--- config.mk ---
export PLATFORM = sky130hd
export DESIGN_NAME = series_polynomial_degree
export DESIGN_NICKNAME = d
export VERILOG_FILES = /design/src/rtl/spd_pkg.sv /design/src/rtl/series_polynomial_degree.sv
export SDC_FILE = /design/constraint.sdc
export NUM_CORES = 2
export LEC_CHECK = 0
export BUFFER_PORTS_ARGS = -buffer_cell sky130_fd_sc_hd__buf_2
export CORE_MARGIN = 2
export CORE_UTILIZATION = 30
export CTS_CLUSTER_DIAMETER = 60
export DETAILED_ROUTE_END_ITERATION = 7
export SETUP_SLACK_MARGIN = 0.3
export SYNTH_ARGS = -nofsm -noshare
export SYNTH_HDL_FRONTEND = slang
export SYNTH_SLANG_ARGS = --single-unit
--- constraint.sdc ---
create_clock -name i_clk -period 7.8 [get_ports i_clk]
set_input_delay 1.17 -clock i_clk [delete_from_list [all_inputs] [get_ports i_clk]]
set_output_delay 1.17 -clock i_clk [all_outputs]
set_load 0.05 [all_outputs]
--- src/rtl/spd_pkg.sv ---
`default_nettype none

package spd_pkg;

    // Micro-PC step addresses
    localparam logic [2:0] ST_LOAD  = 3'd0;
    localparam logic [2:0] ST_INIT  = 3'd1;
    localparam logic [2:0] ST_PASS  = 3'd2;
    localparam logic [2:0] ST_PRIME = 3'd3;
    localparam logic [2:0] ST_LOOP  = 3'd4;
    localparam logic [2:0] ST_DRAIN = 3'd5;
    localparam logic [2:0] ST_CHECK = 3'd6;
    localparam logic [2:0] ST_EMIT  = 3'd7;

    // Sample and sum widths
    localparam int VW = 48;
    localparam int SAMPLE_W = 32;
    localparam int THR_W = 32;
    localparam int DEG_OUT_W = 6;
    localparam logic [THR_W-1:0] THR_RESET = 32'd66;

    // Datapath operation selected by a control word
    typedef enum logic [2:0] {
        OP_LOAD  = 3'd0,
        OP_INIT  = 3'd1,
        OP_PASS  = 3'd2,
        OP_PRIME = 3'd3,
        OP_LOOP  = 3'd4,
        OP_NOP   = 3'd5,
        OP_CHECK = 3'd6,
        OP_EMIT  = 3'd7
    } t_op;

    // Branch condition: true goes to target, false to alt
    typedef enum logic [2:0] {
        CD_ALWAYS  = 3'd0,
        CD_LAST    = 3'd1,
        CD_NLT2    = 3'd2,
        CD_IDXEND  = 3'd3,
        CD_DONE    = 3'd4,
        CD_OUTFREE = 3'd5
    } t_cond;

    typedef struct packed {
        t_op        op;
        t_cond      cond;
        logic [2:0] target;
        logic [2:0] alt;
    } t_uword;

    // Control store
    function automatic t_uword ucode(input logic [2:0] step);
        t_uword w;
        case (step)
            ST_LOAD:  w = '{OP_LOAD,  CD_LAST,    ST_INIT,  ST_LOAD};
            ST_INIT:  w = '{OP_INIT,  CD_NLT2,    ST_EMIT,  ST_PASS};
            ST_PASS:  w = '{OP_PASS,  CD_ALWAYS,  ST_PRIME, ST_PRIME};
            ST_PRIME: w = '{OP_PRIME, CD_ALWAYS,  ST_LOOP,  ST_LOOP};
            ST_LOOP:  w = '{OP_LOOP,  CD_IDXEND,  ST_DRAIN, ST_LOOP};
            ST_DRAIN: w = '{OP_NOP,   CD_ALWAYS,  ST_CHECK, ST_CHECK};
            ST_CHECK: w = '{OP_CHECK, CD_DONE,    ST_EMIT,  ST_PASS};
            ST_EMIT:  w = '{OP_EMIT,  CD_OUTFREE, ST_LOAD,  ST_EMIT};
            default:  w = '{OP_NOP,   CD_ALWAYS,  ST_LOAD,  ST_LOAD};
        endcase
        return w;
    endfunction

endpackage

`default_nettype wire

--- src/rtl/series_polynomial_degree.sv ---
// Estimates the polynomial degree of a series of signed Q16.16 samples by
// repeated finite differences. Samples stream in one per cycle until tlast;
// samples beyond MAX_SAMPLES are dropped and the result is flagged in tuser.
// After tlast the input is held off while the store is differenced in place:
// a setup step, then a pass over the n stored values for each difference
// order (the store has one read port, so the pass walks it one entry a
// cycle), then a step to load the result register, which waits while an
// earlier result is still held there and not taken. The result register
// lets the next series start loading while the result waits.
// flat_threshold is to be written through the cfg channel only while the
// block is idle; the block itself does not enforce this.
`default_nettype none

module series_polynomial_degree
    import spd_pkg::*;
#(
    parameter int MAX_SAMPLES = 64
) (
    input  wire logic        i_clk,
    input  wire logic        i_rst_n,
    // Sample stream
    input  wire logic        i_s_tvalid,
    output logic             o_s_tready,
    input  wire logic [31:0] i_s_tdata,  // [31:0] sample
    input  wire logic        i_s_tlast,  // last_sample
    // Result stream
    output logic             o_m_tvalid,
    input  wire logic        i_m_tready,
    output logic [55:0]      o_m_tdata,  // [5:0] degree, [53:6] deviation, [55:54] zero
    output logic             o_m_tuser,  // [0] truncated
    // flat_threshold write
    input  wire logic        i_cfg_valid,
    output logic             o_cfg_ready,
    input  wire logic [31:0] i_cfg_data
);

    localparam int AW = $clog2(MAX_SAMPLES);
    localparam int CW = $clog2(MAX_SAMPLES + 1);
    localparam int DW = (AW < 1) ? 1 : AW;
    localparam logic [CW-1:0] CNT_MAX = CW'(MAX_SAMPLES);
    localparam logic [CW-1:0] CNT_TWO = CW'(2);

    // Store
    logic signed [VW-1:0] mem [MAX_SAMPLES];
    logic signed [VW-1:0] r_rdata;
    logic                 mem_we;
    logic [AW-1:0]        mem_waddr;
    logic signed [VW-1:0] mem_wdata;
    logic                 mem_re;
    logic [AW-1:0]        mem_raddr;

    // Sequencer and datapath registers
    logic [2:0]           r_pc, n_pc;
    logic [CW-1:0]        r_count;
    logic                 r_ovf;
    logic [AW-1:0]        r_idx;
    logic signed [VW-1:0] r_held;
    logic signed [VW-1:0] r_diff;
    logic                 r_acc_vld;
    logic [VW-1:0]        r_sum;
    logic [VW-1:0]        r_prev;
    logic [VW-1:0]        r_dev;
    logic [DW-1:0]        r_deg;
    logic [THR_W-1:0]     r_thr;
    logic                 r_m_valid;
    logic [DEG_OUT_W-1:0] r_m_deg;
    logic [VW-1:0]        r_m_dev;
    logic                 r_m_trunc;

    t_uword               uw;
    logic                 s_xfer;
    logic                 out_free;
    logic                 cond_true;
    logic                 idx_end;
    logic                 stop_flat;
    logic                 stop_rise;
    logic                 done;
    logic signed [VW:0]   diff_w;
    logic signed [VW-1:0] diff_sat;
    logic                 abs_neg;
    logic [VW:0]          acc_w;
    logic [31:0]          deg32;
    logic [DEG_OUT_W-1:0] deg_out;

    assign uw          = ucode(r_pc);
    assign o_s_tready  = (uw.op == OP_LOAD);
    assign s_xfer      = i_s_tvalid && o_s_tready;
    assign out_free    = !r_m_valid || i_m_tready;
    assign o_cfg_ready = 1'b1;

    // Pass bookkeeping
    assign idx_end   = ((CW'(r_idx) + CW'(1)) == r_count);
    assign stop_flat = (r_sum < VW'(r_thr));
    assign stop_rise = (r_deg != '0) && (r_sum > r_prev);
    assign done      = stop_flat || stop_rise || (r_count == CNT_TWO);

    // Saturating difference of neighboring entries
    assign diff_w   = {r_rdata[VW-1], r_rdata} - {r_held[VW-1], r_held};
    assign diff_sat = (diff_w[VW] != diff_w[VW-1])
                    ? (diff_w[VW] ? {1'b1, {(VW-1){1'b0}}} : {1'b0, {(VW-1){1'b1}}})
                    : diff_w[VW-1:0];

    // Absolute value folded into the accumulate add as invert plus carry-in
    assign abs_neg = r_diff[VW-1];
    assign acc_w   = {1'b0, r_sum} + {1'b0, (r_diff ^ {VW{abs_neg}})} + (VW+1)'(abs_neg);

    // Degree clamp to the field width
    assign deg32   = 32'(r_deg);
    assign deg_out = (deg32 > 32'd63) ? 6'd63 : deg32[DEG_OUT_W-1:0];

    // Branch evaluation
    always_comb begin
        case (uw.cond)
            CD_ALWAYS:  cond_true = 1'b1;
            CD_LAST:    cond_true = s_xfer && i_s_tlast;
            CD_NLT2:    cond_true = (r_count < CNT_TWO);
            CD_IDXEND:  cond_true = idx_end;
            CD_DONE:    cond_true = done;
            CD_OUTFREE: cond_true = out_free;
            default:    cond_true = 1'b1;
        endcase
        n_pc = cond_true ? uw.target : uw.alt;
    end

    // Store port selection
    always_comb begin
        mem_we    = 1'b0;
        mem_waddr = r_count[AW-1:0];
        mem_wdata = VW'(signed'(i_s_tdata));
        mem_re    = 1'b0;
        mem_raddr = '0;
        case (uw.op)
            OP_LOAD: begin
                mem_we = s_xfer && (r_count < CNT_MAX);
            end
            OP_PASS: begin
                mem_re = 1'b1;
            end
            OP_PRIME: begin
                mem_re    = 1'b1;
                mem_raddr = AW'(1);
            end
            OP_LOOP: begin
                mem_we    = 1'b1;
                mem_waddr = r_idx - AW'(1);
                mem_wdata = diff_sat;
                mem_re    = !idx_end;
                mem_raddr = r_idx + AW'(1);
            end
            default: begin
            end
        endcase
    end

    always_ff @(posedge i_clk) begin
        if (mem_we) begin
            mem[mem_waddr] <= mem_wdata;
        end
        if (mem_re) begin
            r_rdata <= mem[mem_raddr];
        end
    end

    // Control state
    always_ff @(posedge i_clk) begin
        if (!i_rst_n) begin
            r_pc      <= ST_LOAD;
            r_count   <= '0;
            r_ovf     <= 1'b0;
            r_acc_vld <= 1'b0;
            r_m_valid <= 1'b0;
            r_thr     <= THR_RESET;
        end else begin
            r_pc      <= n_pc;
            r_acc_vld <= (uw.op == OP_LOOP);
            if (i_cfg_valid && o_cfg_ready) begin
                r_thr <= i_cfg_data;
            end
            // Result register: a new result replaces one leaving this cycle
            if ((uw.op == OP_EMIT) && out_free) begin
                r_m_valid <= 1'b1;
            end else if (o_m_tvalid && i_m_tready) begin
                r_m_valid <= 1'b0;
            end
            case (uw.op)
                OP_LOAD: begin
                    if (s_xfer) begin
                        if (r_count < CNT_MAX) begin
                            r_count <= r_count + CW'(1);
                        end else begin
                            r_ovf <= 1'b1;
                        end
                    end
                end
                OP_CHECK: begin
                    if (!(stop_flat || stop_rise)) begin
                        r_count <= r_count - CW'(1);
                    end
                end
                OP_EMIT: begin
                    if (out_free) begin
                        r_count   <= '0;
                        r_ovf     <= 1'b0;
                    end
                end
                default: begin
                end
            endcase
        end
    end

    // Datapath registers
    always_ff @(posedge i_clk) begin
        if (r_acc_vld) begin
            r_sum <= acc_w[VW] ? {VW{1'b1}} : acc_w[VW-1:0];
        end
        case (uw.op)
            OP_INIT: begin
                r_deg  <= '0;
                r_prev <= '0;
                r_dev  <= '0;
            end
            OP_PASS: begin
                r_sum <= '0;
            end
            OP_PRIME: begin
                r_held <= r_rdata;
                r_idx  <= AW'(1);
            end
            OP_LOOP: begin
                r_diff <= diff_sat;
                r_held <= r_rdata;
                if (!idx_end) begin
                    r_idx <= r_idx + AW'(1);
                end
            end
            OP_CHECK: begin
                r_dev  <= r_prev;
                r_prev <= r_sum;
                if (stop_flat) begin
                    r_deg <= r_deg;
                end else if (stop_rise) begin
                    r_deg <= r_deg - DW'(1);
                end else begin
                    r_deg <= r_deg + DW'(1);
                end
            end
            OP_EMIT: begin
                if (out_free) begin
                    r_m_deg   <= deg_out;
                    r_m_dev   <= r_dev;
                    r_m_trunc <= r_ovf;
                end
            end
            default: begin
            end
        endcase
    end

    assign o_m_tvalid = r_m_valid;
    assign o_m_tdata  = {2'b00, r_m_dev, r_m_deg};
    assign o_m_tuser  = r_m_trunc;

    // Fill level never passes the store depth
    a_count_bound: assert property (@(posedge i_clk) disable iff (!i_rst_n)
        r_count <= CNT_MAX)
        else $error("stored count above store depth");

    // Walk index stays inside the live part of the store
    a_idx_bound: assert property (@(posedge i_clk) disable iff (!i_rst_n)
        (uw.op == OP_LOOP) |-> (CW'(r_idx) < r_count))
        else $error("difference walk beyond stored entries");

    // Saturating accumulation never goes down
    a_sum_mono: assert property (@(posedge i_clk) disable iff (!i_rst_n)
        r_acc_vld |=> (r_sum >= $past(r_sum)))
        else $error("absolute sum decreased");

    // A finished series lands in the result register and loading resumes
    a_emit: assert property (@(posedge i_clk) disable iff (!i_rst_n)
        ((uw.op == OP_EMIT) && out_free) |=> (o_m_tvalid && (r_pc == ST_LOAD)))
        else $error("result not posted after emit");

endmodule

`default_nettype wire
==> impl_summary.log <==
INFO  metric routedWlPerCell = 22.0 µm
INFO  metric grt.overflow.total = 0
INFO  metric fp.coreArea = 482000 µm²
INFO  metric cts_resized = 0
INFO  metric crit_fanout = 44
INFO  metric netlist.area_leader.share = a little over two thirds
INFO  metric grt_pass1_vias = 90600
INFO  metric min_delay_worst_endpoint = r_m_dev[45]
INFO  metric cts-root-buf = clkbuf_16
INFO  metric floorplan.io_pins = 130
INFO  metric relative_contribution_of_combinational_cells_to_total_power = 24.9%
INFO  metric crit_path_end_kind = register
INFO  metric post_cts_buffers = 0
INFO  metric ys.flop_type = edfxtp_1
INFO  metric cts_tree = yes
INFO  metric critical_path.startpoint_type = register
INFO  metric max_cap_viol_count = 0
INFO  metric timing.setup.critical_path_class = reg2reg
INFO  metric hold_violations = 0
INFO  metric syn_area = 145000 µm²
INFO  metric cp_data_required_time = 8.54 ns
INFO  metric relSlewSlack = 10.1%
INFO  metric netlist_instances = 12000
INFO  metric synth_seq_area_share = 71.2%
INFO  metric floorplan.initialDensity = 30.1%
INFO  metric route.detailed.vias_per_inst = 5.09
INFO  metric synth.ff_latch_count = 3481
INFO  metric fin_nets = around 12000
INFO  metric met1Wirelength = 176000 µm
INFO  metric synth_area_leaders = edfxtp_1 70%, nand2_1 8.6%, nand3_1 5.9%, ha_1 1.6%, clkbuf_1 1.6%
INFO  metric synth_enable_flop_cells = 3379
INFO  metric power.share.switching = between 30% and 40%
INFO  metric fp.dieW = 700 µm
INFO  metric max_clock_freq = 179 MHz
INFO  metric die_y_extent = between 600 and 700 µm
INFO  metric switching_power = 17.0 mW
INFO  metric syn-mean-instance-area = 12.1 µm²
INFO  metric port-buffer-count = 126
INFO  metric min_period = 5.59 ns
INFO  metric design.die.area = 490000 µm²
INFO  metric worst_min_delay_path_startpoint = r_dev[45]
INFO  metric critical_path.cell_chain = inv_1, ha_1, fa_1, nand2b_1, a21oi_1, o21ai_1, a21oi_1, o22ai_2, o21ai_1, a22o_2, and2_1, nor2_4, a21oi_4, buf_4
INFO  metric report.final.slew_viol_count = 0
INFO  metric status = finished, final reports clean
INFO  metric post-route-worst-setup-slack = 2.21 ns
INFO  metric grt_max_degree = 179
INFO  metric static_leakage = approximately 57 nW
INFO  metric drt-total-wl = around 410000 µm
INFO  metric final_antenna_net_count = 0
INFO  metric power_per_cell_area = approximately 320 nW/µm²
INFO  metric cts_made_buffers = 359
INFO  metric top_layer = met5
INFO  metric p_seq_share = around 44%
INFO  metric post-dp-hpwl = 218000 µm
INFO  metric route.vias.total = around 95000
INFO  metric core.rowCount = about 260
INFO  metric grt_util_overall = approximately 16%
INFO  metric p_total = 53.0 mW
INFO  metric critPathArrivalTime = 6.34 ns
INFO  metric critical_path.n_buffers_inverters = 2
INFO  metric area_delta_synth_final = 14.0%
INFO  metric cts.htree.levels = 5
INFO  metric wl_met3 = 31300 µm
INFO  metric unrepaired_setup_endpoints_after_global_routing = false
INFO  metric clk_transition_reported_paths = 0.06 ns
INFO  metric yosysTopAreaCell = edfxtp_1
INFO  metric synth_cell_types = 86
INFO  metric detailedRoute.firstPassIterationCount = 6
INFO  metric timing.critical_path.slowest_stage_cell = a21oi_4
INFO  metric async_flop_share = 0%
INFO  metric hp-class = reg2reg
INFO  metric place.gp.congestion = approximately 0.86
INFO  metric slowest_delay = 0.98 ns
INFO  metric initial_antenna_violation_count = 32
INFO  metric fin_tns_setup = 0 ns
INFO  metric post_cts_hold_buffer_count = 0
INFO  metric internal_power = 36.0 mW
INFO  metric drive_gt1_share = 8.40%
INFO  metric final.setup_skew = 0.0461 ns
INFO  metric timing.final.crit_share = 71.7%
INFO  metric peakVddDrop = 0.233 mV
INFO  metric hold_path_depth = 0
INFO  metric worst-r2r-setup-slack = 2.21 ns
INFO  metric crit_family = compound AO/OA/AOI/OAI gates
INFO  metric clock_sink_count = 3481
INFO  metric grt_first_pass_wirelength = 605000 µm
INFO  metric drcViolationCount = 0
INFO  metric worstReg2RegEnd = mem[14][3]
INFO  metric worst_pin_slew = 1.35 ns
INFO  metric worstSkewPairLatency = 0.94 ns
INFO  metric detail_route.iter0.violations = 10300
INFO  metric dp_slack = approximately 2.2 ns
INFO  metric timing.rr.start = r_rdata[0]
INFO  metric reg2regPathDepth = 14
INFO  metric cts_max_path_buffers = 4
INFO  metric power.share.clock = 31.0%
INFO  metric wl_met2 = 192000 µm
INFO  metric setup_viol_count_final = 0
INFO  metric yosys_warning_total = 0
[area by class of cell]
class | count | area [µm²]
Clock inverter | 187 | 1460
Multi-Input combinational cell | 7534 | 39100
Antenna cell | 14 | 35.0
Inverter | 172 | 663
Fill cell | 46900 | 317000
Clock buffer | 459 | 9600
Sequential cell | 3481 | 104000
Tap cell | 6425 | 8040
Timing Repair Buffer | 390 | 3180
[state kept, by name (all words and copies together), names as in the netlist, 48 cells and up]
register / count
r_diff: 48
r_sum: 48
r_m_dev: 48
r_rdata: 48
r_held: 48
r_dev: 48
r_prev: 48
mem: 3072
[worst reg2reg max path, delay by kind of cell, from the launching register on]
kind | cells | cell delay (ns)
AOI/OAI and AO/OA | 7 | 2.82
adders and majority gates | 2 | 0.63
buffers and inverters | 2 | 0.50
DFF | 1 | 0.35
and+or+nand+nor | 3 | 1.13
[synthesized netlist by cell type, drive strengths merged, types with 5 or more instances]
cell        n
nand3    1710
nor2b      43
maj3       16
xor2       93
nor2      240
dfxtp     102
xnor2      61
mux2       13
edfxtp   3379
buf       141
nand2    3331
nor4       10
a2111oi     5
o21a       20
o21ai     258
a21o       82
nand4      40
and4        5
or2         6
and2       58
a211oi    252
a211o       5
a31oi     331
a21boi     12
nand2b     24
or3        10
ha        190
inv       172
a21oi     208
o21bai     13
o211ai     19
clkbuf    634
mux2i      36
nor3       19
and3      347
[through the flow]
stage	hold WS [ns]	utilization [%]	instance area [µm²]	instances
after global routing	0.422	34.3	166000	18700
final	0.416	34.3	166000	18700
after CTS	0.418	34.3	166000	18600
after detailed placement	0.405	32.0	154000	18000
after global placement	0.402	32.0	154000	18000
after floorplan	0.400	-	145000	12000
[worst max path at each step]
stage                     startpoint           to  slack [ns]  cells after the start
after detailed placement  r_rdata[0]   mem[7][43]        2.18                     14
after floorplan           r_rdata[0]   mem[0][44]        1.80                     14
after CTS                 r_rdata[0]  mem[11][43]        2.18                     14
after global routing      r_rdata[0]   mem[9][43]        1.84                     14
final                     r_rdata[0]   mem[14][3]        2.21                     14
after global placement    r_rdata[0]   mem[0][43]        2.22                     14
[power groups by stage]
stage,sequential (mW),combinational [mW],clock [mW]
after floorplan,23.7,8.26,0
after global placement,23.7,13.0,0
after detailed placement,23.7,13.1,0
after CTS,23.4,13.1,16.7
after global routing,23.4,14.4,17.4
final,23.4,13.2,16.4
[kinds of logic (layout without fill, tap and decap cells)]
logic type / count (synthesis) / in the layout / synth area share, %
simple gates: 5854 / 5854 / 17.6
flops: 3481 / 3481 / 71.2
compound gates: 1264 / 1264 / 5.54
buf+inv: 947 / 1208 / 2.52
fa+ha+maj: 210 / 210 / 1.80
xor+xnor: 154 / 154 / 0.928
mux: 49 / 49 / 0.351
other cells: 2 / 17 / 0.00517
[layer usage]
metal	vias up	global-route usage (%)
met5	-	0
met4	10	4.37
met3	659	2.50
met2	3618	26.4
met1	47500	22.2
li1	43300	-
[cells in the final DEF (no fill, tap or decap), types with 40 or more instances in the layout]
| cell type | count |
|---|---|
| and2_1 | 58 |
| a31oi_1 | 331 |
| o21ai_0 | 218 |
| xor2_1 | 93 |
| clkbuf_1 | 87 |
| and3_1 | 347 |
| clkinv_2 | 59 |
| dfxtp_1 | 101 |
| nor2_1 | 170 |
| a21o_1 | 82 |
| ha_1 | 190 |
| buf_12 | 45 |
| edfxtp_1 | 3379 |
| xnor2_1 | 61 |
| nand4_1 | 40 |
| a21oi_1 | 200 |
| nand3_1 | 1710 |
| clkbuf_16 | 369 |
| buf_2 | 126 |
| a211oi_1 | 251 |
| nor2_4 | 70 |
| buf_4 | 219 |
| nor2b_1 | 43 |
| nand2_1 | 3320 |
| inv_1 | 169 |
| clkinv_1 | 82 |
(Power assumes the default switching activity.)
